File: config.mk
export PLATFORM = sky130hd
export DESIGN_NAME = seven_segment_serial_display_driver_unit_flat
export DESIGN_NICKNAME = d
export VERILOG_FILES = /design/src/hw/rtl/ssd_pkg.sv /design/src/hw/rtl/ssd_req_if.sv /design/src/hw/rtl/ssd_ser_if.sv /design/src/hw/rtl/ssd_encoder.sv /design/src/hw/rtl/ssd_cell.sv /design/src/hw/rtl/seven_segment_serial_display_driver_unit.sv /design/src/flat_wrapper.sv
export SDC_FILE = /design/constraint.sdc
export NUM_CORES = 1
export LEC_CHECK = 0
export BUFFER_PORTS_ARGS = -buffer_cell sky130_fd_sc_hd__buf_4
export CORE_MARGIN = 8
export CORE_UTILIZATION = 60
export CTS_CLUSTER_DIAMETER = 40
export DETAILED_ROUTE_END_ITERATION = 10
export PLACE_DENSITY = 0.81
export SKIP_LAST_GASP = 1
export SLEW_MARGIN = 20
export SYNTH_ARGS = -nofsm -noshare
export SYNTH_HDL_FRONTEND = slang
export SYNTH_SLANG_ARGS = --single-unit
File: constraint.sdc
create_clock -name clk_i -period 6.1 [get_ports clk_i]
set_input_delay 1.22 -clock clk_i [delete_from_list [all_inputs] [get_ports clk_i]]
set_output_delay 1.22 -clock clk_i [all_outputs]
set_load 0.02 [all_outputs]
File: src/hw/rtl/ssd_pkg.sv
`default_nettype none

package ssd_pkg;

  localparam int unsigned WordBits  = 32;
  localparam int unsigned CountW    = $clog2(WordBits + 1);
  localparam int unsigned ValueW    = 16;
  localparam int unsigned LevelW    = 8;
  localparam int unsigned DotW      = 8;
  localparam int unsigned ClampW    = 10;
  localparam int unsigned RemW      = 7;
  localparam int unsigned DigitW    = 4;
  localparam int unsigned BarIdxW   = 4;
  localparam int unsigned DotIdxW   = 2;
  localparam int unsigned HalfW     = 16;

  localparam logic [ValueW-1:0]  ValueMax = 16'd999;
  localparam logic [LevelW-1:0]  BarMax   = 8'd8;
  localparam logic [DotW-1:0]    DotMax   = 8'd3;

  localparam logic       OpDisplay = 1'b0;
  localparam logic       OpRaw     = 1'b1;

  typedef logic [WordBits-1:0] word_t;

  // digit patterns for the outer positions, PCDE--------GFAB
  localparam logic [HalfW-1:0] OuterDigit [10] = '{
    16'h7007, 16'h4001, 16'h300B, 16'h600B, 16'h400D,
    16'h600E, 16'h700E, 16'h4003, 16'h700F, 16'h600F
  };

  // digit patterns for the middle position, bits 11..4
  localparam logic [HalfW-1:0] MiddleDigit [10] = '{
    16'h0770, 16'h0410, 16'h03B0, 16'h06B0, 16'h04D0,
    16'h06E0, 16'h07E0, 16'h0430, 16'h07F0, 16'h06F0
  };

  localparam word_t BarPattern [9] = '{
    32'h00000000, 32'h01000000, 32'h03000000, 32'h07000000, 32'h0F000000,
    32'h0F800000, 32'h0FC00000, 32'h0FE00000, 32'h0FF00000
  };

  localparam word_t DotPattern [4] = '{
    32'h00000000, 32'h80000000, 32'h00000800, 32'h00008000
  };

endpackage

`default_nettype wire

File: src/hw/rtl/ssd_req_if.sv
`default_nettype none

interface ssd_req_if;
  logic                           valid;
  logic                           ready;
  logic                           operation;
  logic [ssd_pkg::ValueW-1:0]     display_value;
  logic [ssd_pkg::LevelW-1:0]     bar_level;
  logic [ssd_pkg::DotW-1:0]       dot_select;
  logic [ssd_pkg::WordBits-1:0]   raw_word;

  modport source (
    output valid, operation, display_value, bar_level, dot_select, raw_word,
    input  ready
  );
  modport sink (
    input  valid, operation, display_value, bar_level, dot_select, raw_word,
    output ready
  );
endinterface

`default_nettype wire

File: src/hw/rtl/ssd_ser_if.sv
`default_nettype none

interface ssd_ser_if;
  logic valid;
  logic ready;
  logic serial_data;
  logic last;

  modport source (output valid, serial_data, last, input ready);
  modport sink (input valid, serial_data, last, output ready);
endinterface

`default_nettype wire

File: src/hw/rtl/ssd_encoder.sv
`default_nettype none

module ssd_encoder (
  input  wire                    clk_i,
  input  wire                    rst_ni,
  ssd_req_if.sink                req_i,
  output logic                   word_valid_o,
  output ssd_pkg::word_t         word_o,
  input  wire                    word_ready_i
);

  // stage 1: clamp and hundreds split
  logic                                s1_valid_q;
  logic                                s1_op_q;
  ssd_pkg::word_t                      s1_raw_q;
  logic [ssd_pkg::BarIdxW-1:0]         s1_bar_q;
  logic [ssd_pkg::DotIdxW-1:0]         s1_dot_q;
  logic [ssd_pkg::DigitW-1:0]          s1_hund_q;
  logic [ssd_pkg::RemW-1:0]            s1_rem_q;

  // stage 2: finished word
  logic                                s2_valid_q;
  ssd_pkg::word_t                      s2_word_q;

  logic                                s1_adv;
  logic                                s2_adv;
  logic                                in_take;

  logic [ssd_pkg::ClampW-1:0]          value_c;
  logic [ssd_pkg::HalfW-1:0]           prod_h;
  logic [ssd_pkg::DigitW-1:0]          hund_d;
  logic [ssd_pkg::ClampW-1:0]          rem_full;
  logic [ssd_pkg::BarIdxW-1:0]         bar_d;
  logic [ssd_pkg::DotIdxW-1:0]         dot_d;

  logic [14:0]                         prod_t;
  logic [ssd_pkg::DigitW-1:0]          tens;
  logic [ssd_pkg::RemW-1:0]            ones_full;
  logic [ssd_pkg::DigitW-1:0]          ones;
  ssd_pkg::word_t                      word_d;

  assign s2_adv      = !s2_valid_q || word_ready_i;
  assign s1_adv      = !s1_valid_q || s2_adv;
  assign req_i.ready = s1_adv;
  assign in_take     = req_i.valid && s1_adv;

  always_comb begin
    value_c  = (req_i.display_value > ssd_pkg::ValueMax) ?
               ssd_pkg::ValueMax[ssd_pkg::ClampW-1:0] :
               req_i.display_value[ssd_pkg::ClampW-1:0];
    // value / 100 as (value * 41) >> 12, exact below 1000
    prod_h   = {6'd0, value_c} * 16'd41;
    hund_d   = prod_h[15:12];
    rem_full = value_c - ({2'd0, hund_d, 4'd0} * 10'd0 + {hund_d, 6'd0}
               + {1'd0, hund_d, 5'd0} + {4'd0, hund_d, 2'd0});
    bar_d    = (req_i.bar_level > ssd_pkg::BarMax) ?
               ssd_pkg::BarMax[ssd_pkg::BarIdxW-1:0] :
               req_i.bar_level[ssd_pkg::BarIdxW-1:0];
    dot_d    = (req_i.dot_select > ssd_pkg::DotMax) ? '0 :
               req_i.dot_select[ssd_pkg::DotIdxW-1:0];
  end

  always_comb begin
    // rem / 10 as (rem * 205) >> 11, exact below 100
    prod_t    = {8'd0, s1_rem_q} * 15'd205;
    tens      = prod_t[14:11];
    ones_full = s1_rem_q - ({tens, 3'd0} + {2'd0, tens, 1'd0});
    ones      = ones_full[ssd_pkg::DigitW-1:0];
    if (s1_op_q == ssd_pkg::OpRaw) begin
      word_d = s1_raw_q;
    end else begin
      word_d = {ssd_pkg::OuterDigit[s1_hund_q], 16'd0}
             | {16'd0, ssd_pkg::MiddleDigit[tens]}
             | {16'd0, ssd_pkg::OuterDigit[ones]}
             | ssd_pkg::BarPattern[s1_bar_q]
             | ssd_pkg::DotPattern[s1_dot_q];
    end
  end

  always_ff @(posedge clk_i or negedge rst_ni) begin
    if (!rst_ni) begin
      s1_valid_q <= 1'b0;
      s2_valid_q <= 1'b0;
    end else begin
      if (s1_adv) begin
        s1_valid_q <= req_i.valid;
      end
      if (s2_adv) begin
        s2_valid_q <= s1_valid_q;
      end
    end
  end

  always_ff @(posedge clk_i) begin
    if (in_take) begin
      s1_op_q   <= req_i.operation;
      s1_raw_q  <= req_i.raw_word;
      s1_bar_q  <= bar_d;
      s1_dot_q  <= dot_d;
      s1_hund_q <= hund_d;
      s1_rem_q  <= rem_full[ssd_pkg::RemW-1:0];
    end
    if (s2_adv && s1_valid_q) begin
      s2_word_q <= word_d;
    end
  end

  assign word_valid_o = s2_valid_q;
  assign word_o       = s2_word_q;

endmodule

`default_nettype wire

File: src/hw/rtl/ssd_cell.sv
`default_nettype none

module ssd_cell (
  input  wire  clk_i,
  input  wire  load_i,
  input  wire  shift_i,
  input  wire  load_bit_i,
  input  wire  next_bit_i,
  output logic data_o
);

  logic data_q;
  logic data_d;

  always_comb begin
    data_d = data_q;
    if (load_i) begin
      data_d = load_bit_i;
    end else if (shift_i) begin
      data_d = next_bit_i;
    end
  end

  always_ff @(posedge clk_i) begin
    data_q <= data_d;
  end

  assign data_o = data_q;

endmodule

`default_nettype wire

File: src/hw/rtl/seven_segment_serial_display_driver_unit.sv
// channel  | dir | fields                                                   | handshake
// req_i    | in  | operation, display_value, bar_level, dot_select, raw_word | valid/ready
// ser_o    | out | serial_data, last                                        | valid/ready
//
// each request yields 32 serial bits, lsb first, one per ready cycle; last marks bit 31.
// requests are paced by the 32-cell shift chain, which holds and shifts out one word at a time.
// a request passes stage 1 (clamp/split) and stage 2 (encode) before it enters the chain.
// two requests wait in the encoder while the chain shifts; a stall on ser_o freezes the chain.
// asynchronous active-low reset clears all valid and count state.
`default_nettype none

module seven_segment_serial_display_driver_unit (
  input  wire        clk_i,
  input  wire        rst_ni,
  ssd_req_if.sink    req_i,
  ssd_ser_if.source  ser_o
);

  logic                          word_valid;
  ssd_pkg::word_t                word;
  logic                          word_ready;

  logic [ssd_pkg::CountW-1:0]    count_q;
  logic [ssd_pkg::CountW-1:0]    count_d;
  logic                          load;
  logic                          shift;
  logic [ssd_pkg::WordBits-1:0]  chain;

  ssd_encoder u_encoder (
    .clk_i        (clk_i),
    .rst_ni       (rst_ni),
    .req_i        (req_i),
    .word_valid_o (word_valid),
    .word_o       (word),
    .word_ready_i (word_ready)
  );

  assign shift      = ser_o.valid && ser_o.ready;
  assign word_ready = (count_q == '0) || ((count_q == ssd_pkg::CountW'(1)) && ser_o.ready);
  assign load       = word_valid && word_ready;

  for (genvar i = 0; i < ssd_pkg::WordBits; i++) begin : g_cell
    logic next_bit;
    if (i == ssd_pkg::WordBits - 1) begin : g_end
      assign next_bit = 1'b0;
    end else begin : g_mid
      assign next_bit = chain[i+1];
    end
    ssd_cell u_cell (
      .clk_i      (clk_i),
      .load_i     (load),
      .shift_i    (shift),
      .load_bit_i (word[i]),
      .next_bit_i (next_bit),
      .data_o     (chain[i])
    );
  end

  always_comb begin
    count_d = count_q;
    if (load) begin
      count_d = ssd_pkg::CountW'(ssd_pkg::WordBits);
    end else if (shift) begin
      count_d = count_q - ssd_pkg::CountW'(1);
    end
  end

  always_ff @(posedge clk_i or negedge rst_ni) begin
    if (!rst_ni) begin
      count_q <= '0;
    end else begin
      count_q <= count_d;
    end
  end

  assign ser_o.valid       = (count_q != '0);
  assign ser_o.serial_data = chain[0];
  assign ser_o.last        = (count_q == ssd_pkg::CountW'(1));

endmodule

`default_nettype wire

File: src/flat_wrapper.sv
// flat-port wrapper written by rule: the top's interface ports become plain ports
module seven_segment_serial_display_driver_unit_flat 
  (clk_i, rst_ni, req_i_valid, req_i_operation, req_i_display_value, req_i_bar_level, req_i_dot_select, req_i_raw_word, req_i_ready, ser_o_valid, ser_o_serial_data, ser_o_last, ser_o_ready);
  ssd_req_if req_i_i ();
  ssd_ser_if ser_o_i ();
  input  wire clk_i;
  input  wire rst_ni;
  input wire logic [$bits(req_i_i.valid)-1:0] req_i_valid;
  input wire logic [$bits(req_i_i.operation)-1:0] req_i_operation;
  input wire logic [$bits(req_i_i.display_value)-1:0] req_i_display_value;
  input wire logic [$bits(req_i_i.bar_level)-1:0] req_i_bar_level;
  input wire logic [$bits(req_i_i.dot_select)-1:0] req_i_dot_select;
  input wire logic [$bits(req_i_i.raw_word)-1:0] req_i_raw_word;
  output wire logic [$bits(req_i_i.ready)-1:0] req_i_ready;
  output wire logic [$bits(ser_o_i.valid)-1:0] ser_o_valid;
  output wire logic [$bits(ser_o_i.serial_data)-1:0] ser_o_serial_data;
  output wire logic [$bits(ser_o_i.last)-1:0] ser_o_last;
  input wire logic [$bits(ser_o_i.ready)-1:0] ser_o_ready;
  assign req_i_i.valid = req_i_valid;
  assign req_i_i.operation = req_i_operation;
  assign req_i_i.display_value = req_i_display_value;
  assign req_i_i.bar_level = req_i_bar_level;
  assign req_i_i.dot_select = req_i_dot_select;
  assign req_i_i.raw_word = req_i_raw_word;
  assign req_i_ready = req_i_i.ready;
  assign ser_o_valid = ser_o_i.valid;
  assign ser_o_serial_data = ser_o_i.serial_data;
  assign ser_o_last = ser_o_i.last;
  assign ser_o_i.ready = ser_o_ready;
  seven_segment_serial_display_driver_unit u_core (.clk_i(clk_i), .rst_ni(rst_ni), .req_i(req_i_i), .ser_o(ser_o_i));
endmodule
======== Yosys cells after proc, flatten, opt, wreduce, memory -nomap -nowiden ========
Memory sizes are Yosys's and may differ from the RTL's.
Index checks and enable logic that the tools add are counted.
operators by class
  multipliers ............................. 2
  equal/unequal tests ..................... 1
  reduce and logical (&&, ||, !) cells .... 13
  bitwise operators ....................... 9
  $lt $le $gt $ge ......................... 8
  add/subtract/negate cells ............... 6
  multiplexer cells ....................... 79
operators by type and width
  operator               count
  $mux 32                5
  $mux 16                6
  $bmux 32 s2            1
  $mux 1                 64
  $or 32x16->32          2
  $or 32x32->32          2
  $ge 5x5->1 const B     4
  $not 4->5              4
  $gt 16x10->1 const B   1
  $mul 10x6->16 const B  1
  $mul 7x8->15 const B   1
  $mux 6                 2
  $mux 10                1
  $gt 8x2->1 const B     1
  $gt 8x4->1 const B     1
  $add 7x6->7            1
  $add 7x7->7            1
  $sub 7x7->7            1
  $eq 6x1->1 const B     1
  $logic_not 6->1        1
  $reduce_bool 6->1      1
  $sub 6x1->6 const B    1
  $logic_and 1x1->1      5
  $add 4x4->4            1
  6 further kinds        9
word-level totals
  bits of input ports ..................... 69
  output and inout bits ................... 4
  register bits after elaboration ......... 122
  memories kept ........................... 4
  logic and storage cells ................. 164
  ROM bits ................................ 1280
memory list
  name              depth  bits a word  read ports  clocked after memory_dff  write ports  RTL line           source
  (name not given)  16     32           1           0                         0            ssd_encoder.sv:75  | ssd_pkg::BarPattern[s1_bar_q]
  (name not given)  16     16           1           0                         0            ssd_encoder.sv:74  | {16'd0, ssd_pkg::OuterDigit[ones]}
  (name not given)  16     16           1           0                         0            ssd_encoder.sv:73  | {16'd0, ssd_pkg::MiddleDigit[tens]}
  (name not given)  16     16           1           0                         0            ssd_encoder.sv:72  word_d = {ssd_pkg::OuterDigit[s1_hund_q], 16'd0}

======== Depth between registers and ports, before layout ========
  depth in word-level cells ............... 11
  gate-level depth with buffers ........... 28

======== Hierarchy ========
From an unflattened synthesis, not the netlist that was laid out.
second synthesis, totals
  cell total of the unflattened synthesis .. 603
  area, all modules ....................... 7548.5 um^2
by module, submodules not included
  module                                    cells each  times used  area each (um^2)
  ssd_encoder                               463         1           5486.5
  ssd_cell                                  3           32          51.3
  seven_segment_serial_display_driver_unit  44          1           420.4

======== Least setup slack after synthesis ========
No wires, ideal clock.
  path type ............................... in2reg
  start ................................... in req_i_display_value[12]
  end ..................................... reg u_core.u_encoder.s1_rem_q[6] in the netlist's numbering, data pin
  arrival time ............................ 6.518 ns
  path buffers ............................ 1
  setup time .............................. 0.265 ns
  setup slack ............................. -0.683 ns
  cell stages on the path ................. 26
  required time ........................... 5.835 ns
  cell sequence ........................... nor4_1 -> nand2_1 -> clkbuf_1 -> nor3_1 -> inv_1 -> ha_1 -> inv_1 -> fa_1 -> inv_1 -> ha_1 -> ha_1 -> and4_1 -> nand4_1 -> or4b_1 -> o211ai_1 -> a21oi_1 -> o21ai_0 -> xor2_1 -> ha_1 -> xnor2_1 -> ha_1 -> o21a_1 -> nor2_1 -> xnor3_1 -> xnor2_1 -> xnor2_1
RTL lines
  element                                  RTL line            source
  start: declaration                       flat_wrapper.sv:10  input wire logic [$bits(req_i_i.display_value)-1:0] req_i_display_value;
  $gt 16x10->1                             ssd_encoder.sv:48   value_c = (req_i.display_value > ssd_pkg::ValueMax) ?
  $mux 10                                  ssd_encoder.sv:48
  $mul 10x6->16                            ssd_encoder.sv:52   prod_h = {6'd0, value_c} * 16'd41;
  via u_core.u_encoder.prod_h (one bit)    ssd_encoder.sv:30   logic [ssd_pkg::HalfW-1:0] prod_h;
  $add 7x6->7                              ssd_encoder.sv:55   + {1'd0, hund_d, 5'd0} + {4'd0, hund_d, 2'd0});
  $sub 7x7->7                              ssd_encoder.sv:54   rem_full = value_c - ({2'd0, hund_d, 4'd0} * 10'd0 + {hund_d, 6'd0}
  via u_core.u_encoder.rem_full (one bit)  ssd_encoder.sv:32   logic [ssd_pkg::ClampW-1:0] rem_full;
  end signal: assignment                   ssd_encoder.sv:101  s1_rem_q <= rem_full[ssd_pkg::RemW-1:0];
  end: declaration                         ssd_encoder.sv:19   logic [ssd_pkg::RemW-1:0] s1_rem_q;
The timed path passes the listed nets, and every way through them passes these cells.
A chain may end at the register's enable or synchronous reset.

======== Final worst setup path ========
  start ................................... in req_i_display_value[11]
  end ..................................... reg u_core.u_encoder.s1_rem_q[6] in the netlist's numbering, data pin
Same word-level chain as after synthesis.

==> impl_metrics.env <==
export IMPL_p_comb_share_pct=41.1
export IMPL_cts_htree_levels=4
export IMPL_ys_flop_type="sky130_fd_sc_hd__edfxtp_1"
export IMPL_ant_nets=0
export IMPL_grt_pass1_vias=5164
export IMPL_critPathArrivalTime_ps=6380
export IMPL_worst_slack_ps=-107
export IMPL_slew_limit_headroom_pct=30.7
export IMPL_cell_internal_pwr_mw=2.37
export IMPL_floorplan_die_height_um=125
export IMPL_post_synth_inst_count=633
export IMPL_cellPowerDensity_nw_per_um2=420
export IMPL_cts_root_to_sink_buffers=2
export IMPL_clk_transition_reported_paths_ps=50
export IMPL_worst_pin_slew_ps=1040
export IMPL_syn2layout_area_growth_pct=22.6
export IMPL_synthesis_nets=806
export IMPL_worst_setup_path_type="in -> reg"
export IMPL_drt_pre_antenna_iters=5
export IMPL_clock_network_latency_to_the_later_pin_of_the_worst_skew_pair_ps=420
export IMPL_type_of_element_launching_the_critical_path="input port"
export IMPL_finalWirelength_um=14200
export IMPL_critPathRequiredTime_ps=6270
export IMPL_status="complete, but fails checks"
export IMPL_fmaxAchievable_ghz=0.161
export IMPL_fillCellCount=786
export IMPL_pwr_share_seq_pct=33.3
export IMPL_drc=0
export IMPL_synth_edff_count=114
export IMPL_insertedDiodeCount=0
export IMPL_core_area_um2=11900
export IMPL_grt_max_degree=51
export IMPL_syn_avg_cell_area_um2=11.3
export IMPL_mostFrequentLayoutCells="sky130_fd_sc_hd__nand2_1, sky130_fd_sc_hd__edfxtp_1, sky130_fd_sc_hd__buf_4"
export IMPL_hold_worst_slack_ps=493
export IMPL_die_area_um2=15700
export IMPL_pins_over_slew_limit=0
export IMPL_antenna_violations_before_repair=0
export IMPL_cts_root_buffer_cell="sky130_fd_sc_hd__clkbuf_16"
export IMPL_portBuffers=72
export IMPL_fp_row_count=40
export IMPL_post_drt_wl_per_cell_um=15.7
export IMPL_fraction_of_the_yosys_area_taken_by_sequential_cells_pct=50.5
export IMPL_power_clock_fraction_pct=25.5
export IMPL_final_setup_skew_ps=7.50
export IMPL_globalRouteMet1Util_pct=21.6
export IMPL_yosys_area_top_type_share_pct=47.7
export IMPL_async_flop_share_pct=6.56
export IMPL_yosys_top_cells_area="sky130_fd_sc_hd__edfxtp_1, sky130_fd_sc_hd__ha_1, sky130_fd_sc_hd__nand2_1"
export IMPL_gr_usage_met3_pct=4.55
export IMPL_postSynthRegisterBits=122
export IMPL_total_leakage_power_nw=3.92
export IMPL_drt_initial_drc_count=289
export IMPL_detailed_place_hpwl_um=10400
export IMPL_worst_hold_path_type="reg -> reg"
export IMPL_cell_area_reported_after_detailed_placement_um2=8190
export IMPL_cts_num_sinks=122
export IMPL_dominant_cell_type_by_area_after_synthesis="sky130_fd_sc_hd__edfxtp_1"
export IMPL_grt_remaining_overflow=0
export IMPL_fin_area_um2=8800
export IMPL_violations="negative setup slack"
export IMPL_yosysWarnings=0
export IMPL_r2r_worst_path_cells=15
export IMPL_synth_cell_types=53
export IMPL_timing_setup_tns_ps=-107
export IMPL_endpoint_kind="flop"
export IMPL_first_pass_grt_wire_length_um=23800
export IMPL_power_switching_mw=1.32
export IMPL_worstHoldPathCells=1
export IMPL_max_cap_viol_count=0
export IMPL_route_vias_total=4885
export IMPL_period_share_pct=102
export IMPL_ios=73
export IMPL_post_drt_via_cell_ratio=5.40
export IMPL_grt_setup_unrepaired="true"
export IMPL_post_route_util_pct=74.2
export IMPL_use_met2_pct=33.4
export IMPL_initial_utilization_pct=60.5
export IMPL_layout_commonest_cell="sky130_fd_sc_hd__nand2_1"
export IMPL_period_needed_ps=6210
export IMPL_max_vdd_ir_drop_v=0.000321
export IMPL_path_max_fanout=4
export IMPL_gp_congestion=0.861
export IMPL_cts_buffers_inserted=17
export IMPL_netSwitchingFraction_pct=35.7
export IMPL_timing_final_setup_violations=1
export IMPL_hold_viol_final=0
export IMPL_syn_area_um2=7180
export IMPL_clock_tree_from_tritoncts="done"
export IMPL_final_layout_size_suffix_gt1_share_pct=22.7
export IMPL_grt_usage_pct=18.7
export IMPL_final_stage_net_count=918
export IMPL_gr_max_usage_layer="met2"
export IMPL_die_x_um=125
==> power by group through the flow <==
stage | clock (mW) | sequential (mW) | combinational [mW]
after detailed placement | 0 | 1.25 | 1.47
after global routing | 0.983 | 1.25 | 1.71
final | 0.942 | 1.23 | 1.52
after CTS | 0.951 | 1.23 | 1.52
after global placement | 0 | 1.24 | 1.40
after floorplan | 0 | 1.22 | 1.14
==> registers in the layout, indices dropped and copies added, names as in the netlist <==
register,cells
u_core.u_encoder.s1_dot_q,2
u_core.u_encoder.s1_hund_q,4
u_core.u_encoder.word_o,32
u_core.u_encoder.s1_op_q,1
u_core.u_encoder.s1_valid_q,1
u_core.u_encoder.word_valid_o,1
u_core.count_q,6
u_core.u_encoder.s1_raw_q,32
u_core.g_cell.u_cell.data_o,32
u_core.u_encoder.s1_bar_q,4
u_core.u_encoder.s1_rem_q,7
==> final timing paths <==
| kind | startpoint | to | slack (ps) |
|---|---|---|---|
| max in group asynchronous | rst_ni | u_core.count_q[3]$_DFFE_PN0P_ | 5350 |
| worst min register to register | u_core.u_encoder.s1_valid_q$_DFFE_PN0N_ | u_core.u_encoder.word_valid_o$_DFFE_PN0P_ | 490 |
| worst max register to register | u_core.u_encoder.s1_rem_q[2]$_DFFE_PP_ | u_core.u_encoder.word_o[14]$_DFFE_PP_ | 680 |
| worst max-delay path | req_i_display_value[11] | u_core.u_encoder.s1_rem_q[6]$_DFFE_PP_ | -110 |
| worst min-delay path | u_core.u_encoder.s1_valid_q$_DFFE_PN0N_ | u_core.u_encoder.word_valid_o$_DFFE_PN0P_ | 490 |
| min in group asynchronous | rst_ni | u_core.count_q[0]$_DFFE_PN0P_ | 610 |
==> area by class of cell <==
cell class,instances,area (µm²),share of cell area (%)
Clock buffer,18,429,4.87
Timing Repair Buffer,108,815,9.25
Multi-Input combinational cell,425,3360,38.1
Inverter,71,267,3.03
Clock inverter,13,130,1.48
Sequential cell,122,3620,41.2
Tap cell,147,184,2.09
==> synth_stat cells (all sizes together), types with 2 or more instances <==
master and count:
mux2i 4, o211ai 2, o31ai 3, a21oi 18
and2 8, a32oi 2, a2111oi 3, fa 12
nor3b 2, nor2b 4, a21o 3, or3 5
ha 92, o21a 4, and3 4, nor4 4
a31oi 2, nand3 6, inv 71, a2bb2oi 10
nand3b 2, clkbuf 14, xnor2 14, a211oi 3
nand2b 4, mux2 5, xor2 10, nand2 121
or4 2, dfrtp 8, xnor3 2, nor2 32
edfxtp 114, o21ai 17, nor3 7, nand4 2
o22a 3, or2 4
==> routing by layer <==
layer | up-vias | part of all wire (%)
met5 | - | 0
met4 | 0 | 1.5
met3 | 22 | 3.7
met2 | 109 | 51
met1 | 2332 | 43
li1 | 2422 | -
==> stage by stage <==
stage | power, mW | worst slack, ps | cells
after floorplan | 2.37 | -254 | 633
after global placement | 2.64 | -407 | 870
after detailed placement | 2.72 | -648 | 870
after CTS | 3.70 | -45.4 | 904
after global routing | 3.94 | -335 | 904
final | 3.69 | -107 | 904
==> critical path, cell delays in order <==
cell and delay (ps):
sky130_fd_sc_hd__buf_4 120, sky130_fd_sc_hd__nor4_4 280, sky130_fd_sc_hd__nand2_2 150, sky130_fd_sc_hd__or3_4 410, sky130_fd_sc_hd__ha_4 270, sky130_fd_sc_hd__inv_2 30, sky130_fd_sc_hd__fa_1 480, sky130_fd_sc_hd__inv_2 40
sky130_fd_sc_hd__ha_4 150, sky130_fd_sc_hd__ha_4 250, sky130_fd_sc_hd__and4_1 160, sky130_fd_sc_hd__nand4_1 80, sky130_fd_sc_hd__or4b_1 530, sky130_fd_sc_hd__o211ai_1 170, sky130_fd_sc_hd__a21oi_2 120, sky130_fd_sc_hd__o21bai_1 190
sky130_fd_sc_hd__xor2_1 250, sky130_fd_sc_hd__ha_1 280, sky130_fd_sc_hd__inv_2 70, sky130_fd_sc_hd__ha_4 190, sky130_fd_sc_hd__o21a_1 110, sky130_fd_sc_hd__o21a_1 180, sky130_fd_sc_hd__nor2_1 110, sky130_fd_sc_hd__xnor3_1 230
sky130_fd_sc_hd__xnor2_1 140, sky130_fd_sc_hd__xnor2_1 120
==> cells by family (layout without fill, tap and decap cells) <==
kind of cell,after synthesis,count (layout),share of synthesized area (%)
AO/OA/AOI/OAI,76,76,7.67
XOR/XNOR,26,26,3.66
adder cells (fa/ha/maj),104,104,19.4
buffers and inverters,86,210,4.51
flip-flops,122,122,50.5
multiplexers,9,9,1.34
AND/OR/NAND/NOR,210,210,13.0
==> repair_timing <==
action                                 in CTS  in global routing
setup endpoints to repair                   1                  1
buffers inserted                            3                  0
hold buffers                                0                  0
endpoints found under the hold margin       0                  0
pin swaps                                  13                  7
gates resized for setup                     6                  3
Note: power is estimated with default switching activity, not from simulation.
